## src/hdl/tfp_pkg.sv

```systemverilog
`default_nettype none
// ---------------------------------------------------------------------------
// tfp_pkg
// Shared constants for the telemetry frame parser: frame layout and
// configuration register indexes.
// ---------------------------------------------------------------------------
package tfp_pkg;

  localparam int unsigned ByteW = 8;
  localparam int unsigned IdW = 4;
  localparam int unsigned PayloadW = 64;
  localparam int unsigned PosW = 4;
  localparam int unsigned CfgAddrW = 3;
  localparam int unsigned CfgDataW = 8;

  localparam int unsigned MaxMessageIdDefault = 15;

  localparam logic [ByteW-1:0] StartByte = 8'h0D;
  localparam int unsigned HeaderLen = 5;
  localparam int unsigned LongPayload = 8;
  localparam int unsigned ShortPayload = 4;

  localparam logic [PosW-1:0] FrameLenNone = '0;
  localparam logic [PosW-1:0] FrameLenShort = PosW'(HeaderLen + ShortPayload);
  localparam logic [PosW-1:0] FrameLenLong = PosW'(HeaderLen + LongPayload);

  // Configuration register indexes
  localparam logic [CfgAddrW-1:0] CfgIdentFirst = 3'd0;
  localparam logic [CfgAddrW-1:0] CfgIdentSecond = 3'd1;
  localparam logic [CfgAddrW-1:0] CfgIdentThird = 3'd2;
  localparam logic [CfgAddrW-1:0] CfgLongIdA = 3'd3;
  localparam logic [CfgAddrW-1:0] CfgLongIdB = 3'd4;

  // Reset values of the configuration registers
  localparam logic [ByteW-1:0] IdentFirstRst = 8'd73;
  localparam logic [ByteW-1:0] IdentSecondRst = 8'd84;
  localparam logic [ByteW-1:0] IdentThirdRst = 8'd66;
  localparam logic [IdW-1:0] LongIdARst = 4'd8;
  localparam logic [IdW-1:0] LongIdBRst = 4'd7;

endpackage
`default_nettype wire

```

## src/hdl/telemetry_frame_parser.sv

```systemverilog
`default_nettype none
// ---------------------------------------------------------------------------
// telemetry_frame_parser
// Byte-stream frame recognizer emitting id, payload and length flag.
// ---------------------------------------------------------------------------
// Takes one received byte per cycle and hunts for frames: start byte 0x0D,
// three configurable identity bytes, a message id no greater than
// MAX_MESSAGE_ID, then a payload of 8 bytes (id equal to either long id) or
// 4 bytes. Payload bytes are packed least significant first; a short
// payload leaves the upper 32 bits zero. A header byte that does not match
// is dropped and the hunt restarts on the following byte. Each completed
// frame yields one result word in the cycle after its last byte is taken.
// Throughput is one byte per cycle: the frame state is a handful of small
// registers updated by one compare and one byte-lane write per byte. The
// input stalls only while a finished result sits in the output register
// and the consumer stalls it. Configuration writes belong to idle periods.
// ---------------------------------------------------------------------------
module telemetry_frame_parser #(
  parameter int unsigned MAX_MESSAGE_ID = tfp_pkg::MaxMessageIdDefault
) (
  input  wire logic                          clk_i,
  input  wire logic                          rst_ni,
  // configuration write port
  input  wire logic                          cfg_we_i,
  input  wire logic [tfp_pkg::CfgAddrW-1:0]  cfg_addr_i,
  input  wire logic [tfp_pkg::CfgDataW-1:0]  cfg_wdata_i,
  // byte input
  input  wire logic                          in_valid_i,
  output logic                               in_stall_o,
  input  wire logic [tfp_pkg::ByteW-1:0]     rx_byte_i,
  // frame output
  output logic                               out_valid_o,
  input  wire logic                          out_stall_i,
  output logic [tfp_pkg::IdW-1:0]            message_id_o,
  output logic [tfp_pkg::PayloadW-1:0]       payload_word_o,
  output logic                               payload_long_o
);
  import tfp_pkg::*;

  localparam int unsigned Lanes = PayloadW / ByteW;
  localparam int unsigned LaneW = $clog2(Lanes);

  // configuration registers
  logic [ByteW-1:0] ident_first_q, ident_second_q, ident_third_q;
  logic [IdW-1:0]   long_id_a_q, long_id_b_q;

  // frame state
  logic [PosW-1:0]     byte_pos_q, byte_pos_d;
  logic [PosW-1:0]     frame_len_q, frame_len_d;
  logic [IdW-1:0]      cur_id_q, cur_id_d;
  logic [PayloadW-1:0] payload_q, payload_d;

  // output register
  logic                out_valid_q, out_valid_d;
  logic [IdW-1:0]      out_id_q;
  logic [PayloadW-1:0] out_payload_q;
  logic                out_long_q;

  logic            in_accept;
  logic            frame_done;
  logic [PosW:0]   pos;
  logic [LaneW-1:0] lane;
  logic            is_long;
  logic [PayloadW-1:0] payload_merged;

  // Hold input only while a finished frame waits and the consumer stalls.
  assign in_stall_o = out_valid_q & out_stall_i;
  assign in_accept  = in_valid_i & ~in_stall_o;

  // ---------------------------------------------------------------------
  // Configuration writes; unknown indexes are dropped.
  // ---------------------------------------------------------------------
  always_ff @(posedge clk_i or negedge rst_ni) begin
    if (!rst_ni) begin
      ident_first_q  <= IdentFirstRst;
      ident_second_q <= IdentSecondRst;
      ident_third_q  <= IdentThirdRst;
      long_id_a_q    <= LongIdARst;
      long_id_b_q    <= LongIdBRst;
    end else if (cfg_we_i) begin
      unique case (cfg_addr_i)
        CfgIdentFirst:  ident_first_q  <= cfg_wdata_i;
        CfgIdentSecond: ident_second_q <= cfg_wdata_i;
        CfgIdentThird:  ident_third_q  <= cfg_wdata_i;
        CfgLongIdA:     long_id_a_q    <= cfg_wdata_i[IdW-1:0];
        CfgLongIdB:     long_id_b_q    <= cfg_wdata_i[IdW-1:0];
        default: ;
      endcase
    end
  end

  // ---------------------------------------------------------------------
  // Frame tracking
  // ---------------------------------------------------------------------
  // pos counts the byte now arriving, one based; one extra bit keeps a
  // corrupt count from wrapping back into the header.
  assign pos  = {1'b0, byte_pos_q} + (PosW+1)'(1);
  // Payload byte n (from 0) arrives at position HeaderLen + 1 + n.
  assign lane = LaneW'(pos - (PosW+1)'(HeaderLen + 1));

  assign is_long = (rx_byte_i == {{(ByteW-IdW){1'b0}}, long_id_a_q}) ||
                   (rx_byte_i == {{(ByteW-IdW){1'b0}}, long_id_b_q});

  // Drop the incoming byte into its lane.
  always_comb begin
    payload_merged = payload_q;
    for (int k = 0; k < Lanes; k++) begin
      if (lane == LaneW'(k)) begin
        payload_merged[k*ByteW +: ByteW] = rx_byte_i;
      end
    end
  end

  always_comb begin
    byte_pos_d  = byte_pos_q;
    frame_len_d = frame_len_q;
    cur_id_d    = cur_id_q;
    payload_d   = payload_q;
    frame_done  = 1'b0;

    if (in_accept) begin
      unique case (byte_pos_q)
        PosW'(0): begin
          // hunt for the start byte
          if (rx_byte_i == StartByte) begin
            byte_pos_d = PosW'(1);
          end else begin
            byte_pos_d = '0;
          end
        end
        PosW'(1), PosW'(2), PosW'(3): begin
          // identity bytes; drop and restart on mismatch
          if ((byte_pos_q == PosW'(1) && rx_byte_i == ident_first_q) ||
              (byte_pos_q == PosW'(2) && rx_byte_i == ident_second_q) ||
              (byte_pos_q == PosW'(3) && rx_byte_i == ident_third_q)) begin
            byte_pos_d = pos[PosW-1:0];
          end else begin
            byte_pos_d  = '0;
            frame_len_d = FrameLenNone;
            cur_id_d    = '0;
          end
        end
        PosW'(4): begin
          // message id: open the frame and size the payload
          if (rx_byte_i <= ByteW'(MAX_MESSAGE_ID)) begin
            byte_pos_d  = pos[PosW-1:0];
            frame_len_d = is_long ? FrameLenLong : FrameLenShort;
            cur_id_d    = rx_byte_i[IdW-1:0];
            payload_d   = '0;
          end else begin
            byte_pos_d  = '0;
            frame_len_d = FrameLenNone;
            cur_id_d    = '0;
          end
        end
        default: begin
          // payload bytes
          if (frame_len_q == FrameLenNone || pos > {1'b0, frame_len_q}) begin
            byte_pos_d  = '0;
            frame_len_d = FrameLenNone;
            cur_id_d    = '0;
          end else if (pos == {1'b0, frame_len_q}) begin
            frame_done  = 1'b1;
            byte_pos_d  = '0;
            frame_len_d = FrameLenNone;
            cur_id_d    = '0;
          end else begin
            byte_pos_d = pos[PosW-1:0];
            payload_d  = payload_merged;
          end
        end
      endcase
    end
  end

  always_ff @(posedge clk_i or negedge rst_ni) begin
    if (!rst_ni) begin
      byte_pos_q  <= '0;
      frame_len_q <= FrameLenNone;
      cur_id_q    <= '0;
    end else begin
      byte_pos_q  <= byte_pos_d;
      frame_len_q <= frame_len_d;
      cur_id_q    <= cur_id_d;
    end
  end

  always_ff @(posedge clk_i) begin
    payload_q <= payload_d;
  end

  // ---------------------------------------------------------------------
  // Output register: load on the last payload byte, clear once taken.
  // ---------------------------------------------------------------------
  always_comb begin
    out_valid_d = out_valid_q;
    if (frame_done) begin
      out_valid_d = 1'b1;
    end else if (out_valid_q && !out_stall_i) begin
      out_valid_d = 1'b0;
    end
  end

  always_ff @(posedge clk_i or negedge rst_ni) begin
    if (!rst_ni) begin
      out_valid_q <= 1'b0;
    end else begin
      out_valid_q <= out_valid_d;
    end
  end

  always_ff @(posedge clk_i) begin
    if (frame_done) begin
      out_id_q      <= cur_id_q;
      out_payload_q <= payload_merged;
      out_long_q    <= (frame_len_q == FrameLenLong);
    end
  end

  assign out_valid_o    = out_valid_q;
  assign message_id_o   = out_id_q;
  assign payload_word_o = out_payload_q;
  assign payload_long_o = out_long_q;

  // ---------------------------------------------------------------------
  // Assertions
  // ---------------------------------------------------------------------
  a_len_legal: assert property (@(posedge clk_i) disable iff (!rst_ni)
    frame_len_q == FrameLenNone || frame_len_q == FrameLenShort ||
    frame_len_q == FrameLenLong)
    else $error("frame length register holds an illegal value");

  a_open_in_payload: assert property (@(posedge clk_i) disable iff (!rst_ni)
    byte_pos_q >= PosW'(HeaderLen) |-> frame_len_q != FrameLenNone)
    else $error("payload position reached without an open frame");

  a_pos_in_frame: assert property (@(posedge clk_i) disable iff (!rst_ni)
    byte_pos_q >= PosW'(HeaderLen) |-> byte_pos_q < frame_len_q)
    else $error("byte position ran past the frame length");

  a_done_restarts: assert property (@(posedge clk_i) disable iff (!rst_ni)
    frame_done |=> byte_pos_q == '0 && out_valid_q)
    else $error("completed frame did not restart the hunt and post a result");

  a_short_upper_zero: assert property (@(posedge clk_i) disable iff (!rst_ni)
    out_valid_q && !out_long_q |-> out_payload_q[PayloadW-1:PayloadW/2] == '0)
    else $error("short frame carries nonzero upper payload bytes");

endmodule
`default_nettype wire
```

## config.mk

```make
export PLATFORM = sky130hd
export DESIGN_NAME = telemetry_frame_parser
export DESIGN_NICKNAME = d
export VERILOG_FILES = /design/src/hdl/tfp_pkg.sv /design/src/hdl/telemetry_frame_parser.sv
export SDC_FILE = /design/constraint.sdc
export NUM_CORES = 1
export LEC_CHECK = 0
export ABC_AREA = 1
export BUFFER_PORTS_ARGS = -buffer_cell sky130_fd_sc_hd__clkbuf_2
export CAP_MARGIN = 10
export CORE_ASPECT_RATIO = 1.4
export CORE_MARGIN = 2
export CORE_UTILIZATION = 40
export CTS_BUF_LIST = sky130_fd_sc_hd__clkbuf_16
export DETAILED_ROUTE_END_ITERATION = 8
export GPL_TIMING_DRIVEN = 0
export PLACE_DENSITY_LB_ADDON = 0.1
export SYNTH_ARGS = -nofsm -noshare
export SYNTH_HDL_FRONTEND = slang
export SYNTH_SLANG_ARGS = --single-unit
```

## constraint.sdc

```tcl
create_clock -name clk_i -period 11 [get_ports clk_i]
set_input_delay 1.1 -clock clk_i [delete_from_list [all_inputs] [get_ports clk_i]]
set_output_delay 1.1 -clock clk_i [all_outputs]
set_load 0.02 [all_outputs]
```

# == After elaboration in Yosys (flattened, before gate mapping) ==
# Index checks and enable logic that the tools add are counted.
# classes
add_sub_neg,2
n_lt_le_gt_ge,2
n_eq_ne,27
mux,32
bitwise_logic,5
n_reduce_logical,25
# op_table
cell,count
$mux 64,3
$pmux 64 s2,1
$mux 8,8
$mux 4,9
$pmux 4 s3,3
$eq 8x8->1,3
$eq 8x4->1,2
$eq 3x3->1 const B,5
$eq 3x2->1 const B,4
$reduce_and 2->1,5
$eq 4x2->1 const B,2
$eq 8x4->1 const B,1
$le 8x4->1 const B,1
$logic_not 4->1,2
$mux 1,7
$eq 3x1->1 const B,2
$logic_not 3->1,2
$add 4x1->5 const B,1
$eq 5x4->1,1
$gt 5x4->1,1
$reduce_and 5->1,1
$reduce_or 5->1,1
$eq 4x1->1 const B,1
$eq 4x3->1 const B,1
other kinds (15),26
# word_totals
register_bits,178
output_inout_bits,71
word_cells,106

# == Logic depth before layout (Yosys ltp) ==
# logic_depth
depth_word,7
mapped_depth,13
depth_no_buf,12

# == Least setup slack after synthesis ==
# No wires, ideal clock.
# synth_path
path_kind,input-to-reg
from,input out_stall_i
to,register out_valid_q (netlist: out_valid_o)
setup_ns,0.106
arrival_time_ns,8.991
setup_slack_ns,1.903
cell_stages,6
n_path_buf,0
cell_sequence,nand2_1 inv_1 nor2_1 inv_1 nor4_1 or2_2
# synth_via
elab_chain_cells,5
elab_cells_between_ends,8
classes_between,2 x mux; 3 x bitwise; 3 x reduce/logical
# synth_lines
element,line,source
"start, declared",telemetry_frame_parser.sv:33,"input wire logic out_stall_i,"
$and 1x1->1 (*),telemetry_frame_parser.sv:67,assign in_stall_o = out_valid_q & out_stall_i;
via in_stall_o,telemetry_frame_parser.sv:29,"output logic in_stall_o,"
$not 1->1 (*),telemetry_frame_parser.sv:68,assign in_accept = in_valid_i & ~in_stall_o;
$and 1x1->1 (*),telemetry_frame_parser.sv:68,
$mux 1 (*),telemetry_frame_parser.sv:121,if (in_accept) begin
via frame_done,telemetry_frame_parser.sv:60,logic frame_done;
$mux 1 or $reduce_bool 2->1 (tied branches),n/a,
"end signal, assigned",telemetry_frame_parser.sv:208,out_valid_q <= out_valid_d;
"end, declared",telemetry_frame_parser.sv:54,"logic out_valid_q, out_valid_d;"
# Mark *: on every way through the listed nets, which the timed path passes. The rest lies on a longest branch.
# A chain may end at the register's enable or synchronous reset.

# == Final worst setup path ==
# layout_path
from,register byte_pos_q[0]
to,register out_payload_q[24] (netlist: payload_word_o[24]) (enable)
# layout_via
elab_chain_cells,6
elab_cells_between_ends,14
classes_between,1 x add/sub; 1 x order compare; 5 x eq/ne; 4 x mux; 3 x reduce/logical
# layout_lines
element,line,source
"start, declared",telemetry_frame_parser.sv:48,"logic [PosW-1:0] byte_pos_q, byte_pos_d;"
"start signal, assigned",telemetry_frame_parser.sv:182,byte_pos_q <= byte_pos_d;
$add 4x1->5,telemetry_frame_parser.sv:97,"assign pos = {1'b0, byte_pos_q} + (PosW+1)'(1);"
$gt 5x4->1 or $eq 5x4->1 (tied branches),"telemetry_frame_parser.sv:158, telemetry_frame_parser.sv:162",
$logic_or 1x1->1 or $mux 1 (tied branches),"telemetry_frame_parser.sv:158, telemetry_frame_parser.sv:162",
$mux 1,telemetry_frame_parser.sv:158,"if (frame_len_q == FrameLenNone || pos > {1'b0, frame_len_q}) begin"
$mux 1 (*),telemetry_frame_parser.sv:122,unique case (byte_pos_q)
$mux 1 (*),telemetry_frame_parser.sv:121,
via frame_done,telemetry_frame_parser.sv:60,
"end signal, assigned",telemetry_frame_parser.sv:215,out_payload_q <= payload_merged;
"end, declared",telemetry_frame_parser.sv:56,logic [PayloadW-1:0] out_payload_q;
# Marked as above.

==> flow_summary.toml <==
[synth]
ys_warn_count = 0
asyncSetResetFlopFracSynth = 0.2443
synth_top_family_by_area = "compound AO/OA/AOI/OAI gates"
synthFlopType = "edfxtp_1"
synth.cell_area_sq_mm = 0.008487
synthMuxAreaShare = 0
synth_enable_flop_cells = 133
synth-compound-area-share = 0.1432
netlist-cell-type-count = 33
yosysSeqAreaShare = 0.5991
syn-num-nets = 814
synth_common_cells = "edfxtp_1 (133), inv_1 (97), nand2_1 (97)"
post-synth-top-count-cell = "edfxtp_1"
synth-simple-area-share = 0.1377
synthDominantAreaCellType = "edfxtp_1"
synth_area_leaders = "edfxtp_1 (47%), dfrtp_1 (9.1%), a211oi_2 (4.7%)"
post_synth_fa_ha_maj_area_fraction = 0.01327
netlist_instances = 781
synthXorXnorAreaFrac = 0.01961
ys_ff_latch = 176
synth_top_area_frac = 0.4706
syn_area_per_cell_sq_um = 10.87

[sta]
finalHoldViolations = 0
clk_skew_ns = 0.007047
min_period_ns = 3.866
fmax_ghz = 0.2587
tightest_slew_ns = 1.090
holdWs_ns = 0.4540
report.final.setup_viol = 0
maxSlewHeadroom = 0.2735
rsz0062_at_grt = "false"
worst_slack_ns = 7.134
fin_crit_sh = 0.3515
final-max-slew-violation-count = 0

[setup_path]
critical_path.startpoint_type = "flop"
r2r-start = "byte_pos_q[0]$_DFFE_PN0P_"
worstReg2RegEnd = "payload_word_o[24]$_DFFE_PP_"
crit_path_start = "byte_pos_q[0]$_DFFE_PN0P_"
crit_type = "flop to flop"
r2r_setup_slack_ns = 7.13
timing.critical_path.to_type = "flop"
worst-endpoint-required_ns = 11.14
setup_crit_end = "payload_word_o[24]$_DFFE_PP_"
rr_worst_depth = 13
timing.critical_path.fanout_max = 10
worstPathArrival_ns = 4.01

[clock_network]
buffer_type_at_the_clock_tree_root = "clkbuf_16"
cts_hold_buf = 0
number_of_levels_the_h_tree_was_split_into = 4
cts_buffers = 17
numClockSinks = 176
cts_tree = "built"
clkLatencyLatePin_ns = 0.44
ctsLongestPathBuffers = 2
cts_clock_pin_slew_for_the_worst_setup_and_hold_paths_ns = 0.07
post_cts_sizing_count = 0
cts_setup_buffers = 0

[placed_design]
gp_congestion = 0.8513
dp_slack_ns = 7.065
io_buffers = 90
place_area_sq_mm = 0.009334
dp_hpwl_microns = 14220

[run_status]
run_status = "finished clean"

[floorplanning]
initial_core_util = 0.4048
die_y_extent_microns = 176.4
coreArea_sq_mm = 0.02097
dieArea_sq_mm = 0.02242
die_width_microns = 127.1
row_count = 63
ioPinCount = 95

[global_routing]
grt-ovfl-total = 0
grt_start_max_net_pins = 65
total_global_route_track_usage = 0.1909
number_of_antenna_violations_at_the_first_check_in_global_routing = 0
first_global_vias = 5965
grt_pass1_wl_microns = 32500

[hold_path]
min-delay-path-class = "flop to flop"
min_delay_path_depth = 0

[route]
detail_route.vias_per_cell = 5.033
dr.pass1.iters = 5
initialDrtViolationCount = 480
drt-wirelength-per-cell_microns = 17.27
vias = 5894
totalWireLength_microns = 20230
drt_drc_violations_left = 0
postRouteAntennaNets = 0

[cells_and_area]
antenna_cells_inserted = 0
syn_to_layout_area_delta_pct = 16.91
layout_nets = 931
final_layout_size_suffix_gt1_frac = 0.3041
postLayoutCellArea_sq_mm = 0.009922

[pwr]
vdd_drop_max_uv = 103.8
p_leak_nw = 4.222
post-layout-total-power_mw = 1.572
total_power_divided_by_cell_area_mw_per_mm2 = 158.4

[job]
max_cap_viol_count = 0
-- critical path: stages (launching register included) --
cell     delay [ns]
dfrtp_1        0.47
ha_1           0.32
xnor2_1        0.29
inv_2          0.11
ha_1           0.30
inv_1          0.04
nor2_1         0.12
nand4_1        0.18
nor4_2         0.65
buf_4          0.27
buf_4          0.19
buf_4          0.20
buf_4          0.20
buf_4          0.21
-- routing by layer --
layer / wire (microns) / GRT usage / vias to the layer above / part of all wire
met4: 541 / 0.07875 / 0 / 0.027
met5: 0 / 0 / - / 0
li1: - / - / 2885 / -
met1: 8460 / 0.2320 / 2838 / 0.42
met2: 10500 / 0.3342 / 139 / 0.52
met3: 725 / 0.03424 / 32 / 0.036
-- placed cells by master (no fill, tap or decap), types with 2 or more instances in the layout --
cell type   synthesis  layout
o21ai_1             6       6
nand4_1            10      10
nand2_1            97      97
or2_2              39      39
nand3_1            19      19
dfstp_2            12      12
clkinvlp_4          0       3
nor2_1             24      24
a211oi_1           32      32
inv_2              27      27
a211oi_2           32      32
xnor2_1             8       8
nand2_2             5       5
buf_6              12      12
clkinv_4            0       6
o21ai_0            38      38
o22ai_1             3       3
dfrtp_1            31      31
inv_6               0       2
clkbuf_16           0      17
or2_1              29      29
ha_1                9       9
a21oi_1            67      67
buf_4               4      12
bufinv_16           0       2
clkbuf_1           18      18
edfxtp_1          133     133
clkbuf_2            0      90
xor2_1             11      11
inv_1              97      97
buf_2               7       7
nor2_4              4       4
-- flip-flops by register name (all words and copies together), names as in the netlist --
name,cells
ident_first_q,8
frame_len_q,2
byte_pos_q,4
ident_second_q,8
payload_word_o,64
ident_third_q,8
long_id_a_q,4
out_valid_o,1
message_id_o,4
payload_long_o,1
long_id_b_q,4
cur_id_q,4
payload_q,64
-- worst min-delay path by stage --
stage                       startpoint                         to  slack [ns]
6_report       cur_id_q[1]$_DFFE_PN0P_  message_id_o[1]$_DFFE_PP_        0.45
3_5_place_dp   cur_id_q[0]$_DFFE_PN0P_  message_id_o[0]$_DFFE_PP_        0.44
3_3_place_gp   cur_id_q[0]$_DFFE_PN0P_  message_id_o[0]$_DFFE_PP_        0.44
2_1_floorplan  cur_id_q[0]$_DFFE_PN0P_  message_id_o[0]$_DFFE_PP_        0.43
5_1_grt        cur_id_q[3]$_DFFE_PN0P_  message_id_o[3]$_DFFE_PP_        0.48
4_1_cts        cur_id_q[0]$_DFFE_PN0P_  message_id_o[0]$_DFFE_PP_        0.46
-- layout make-up --
| cell class | count | area [sq um] |
|---|---|---|
| buffer | 41 | 267.8 |
| inverter | 125 | 471.7 |
| tap | 260 | 325.3 |
| sequential | 176 | 5085 |
| multi-input combinational | 439 | 2674 |
| fill | 2003 | 11050 |
| clock buffer | 17 | 425.4 |
| clock inverter | 15 | 162.7 |
| timing repair buffer | 98 | 510.5 |
-- metrics by stage --
stage | std cells | util | TNS, ns
floorplan | 781 | - | 0
global placement | 1131 | 0.4418 | -42.58
detailed placement | 1139 | 0.4452 | 0
CTS | 1171 | 0.4732 | 0
global route | 1171 | 0.4732 | 0
finish | 1171 | 0.4732 | 0
-- report_power, final --
part	leakage [nW]	total (mW)	internal, mW	switching, mW
registers	1.73	0.767	0.749	0.0182
clock network	0.276	0.605	0.336	0.268
logic	2.22	0.200	0.0757	0.124
-- cells by family (layout without fill, tap and decap cells) --
group / count (synthesis) / count (layout)
fa+ha+maj: 9 / 9
compound gates: 178 / 178
buf+inv: 166 / 296
simple gates: 233 / 233
xor+xnor: 19 / 19
flops: 176 / 176
Power figures use the tool's default switching activity.
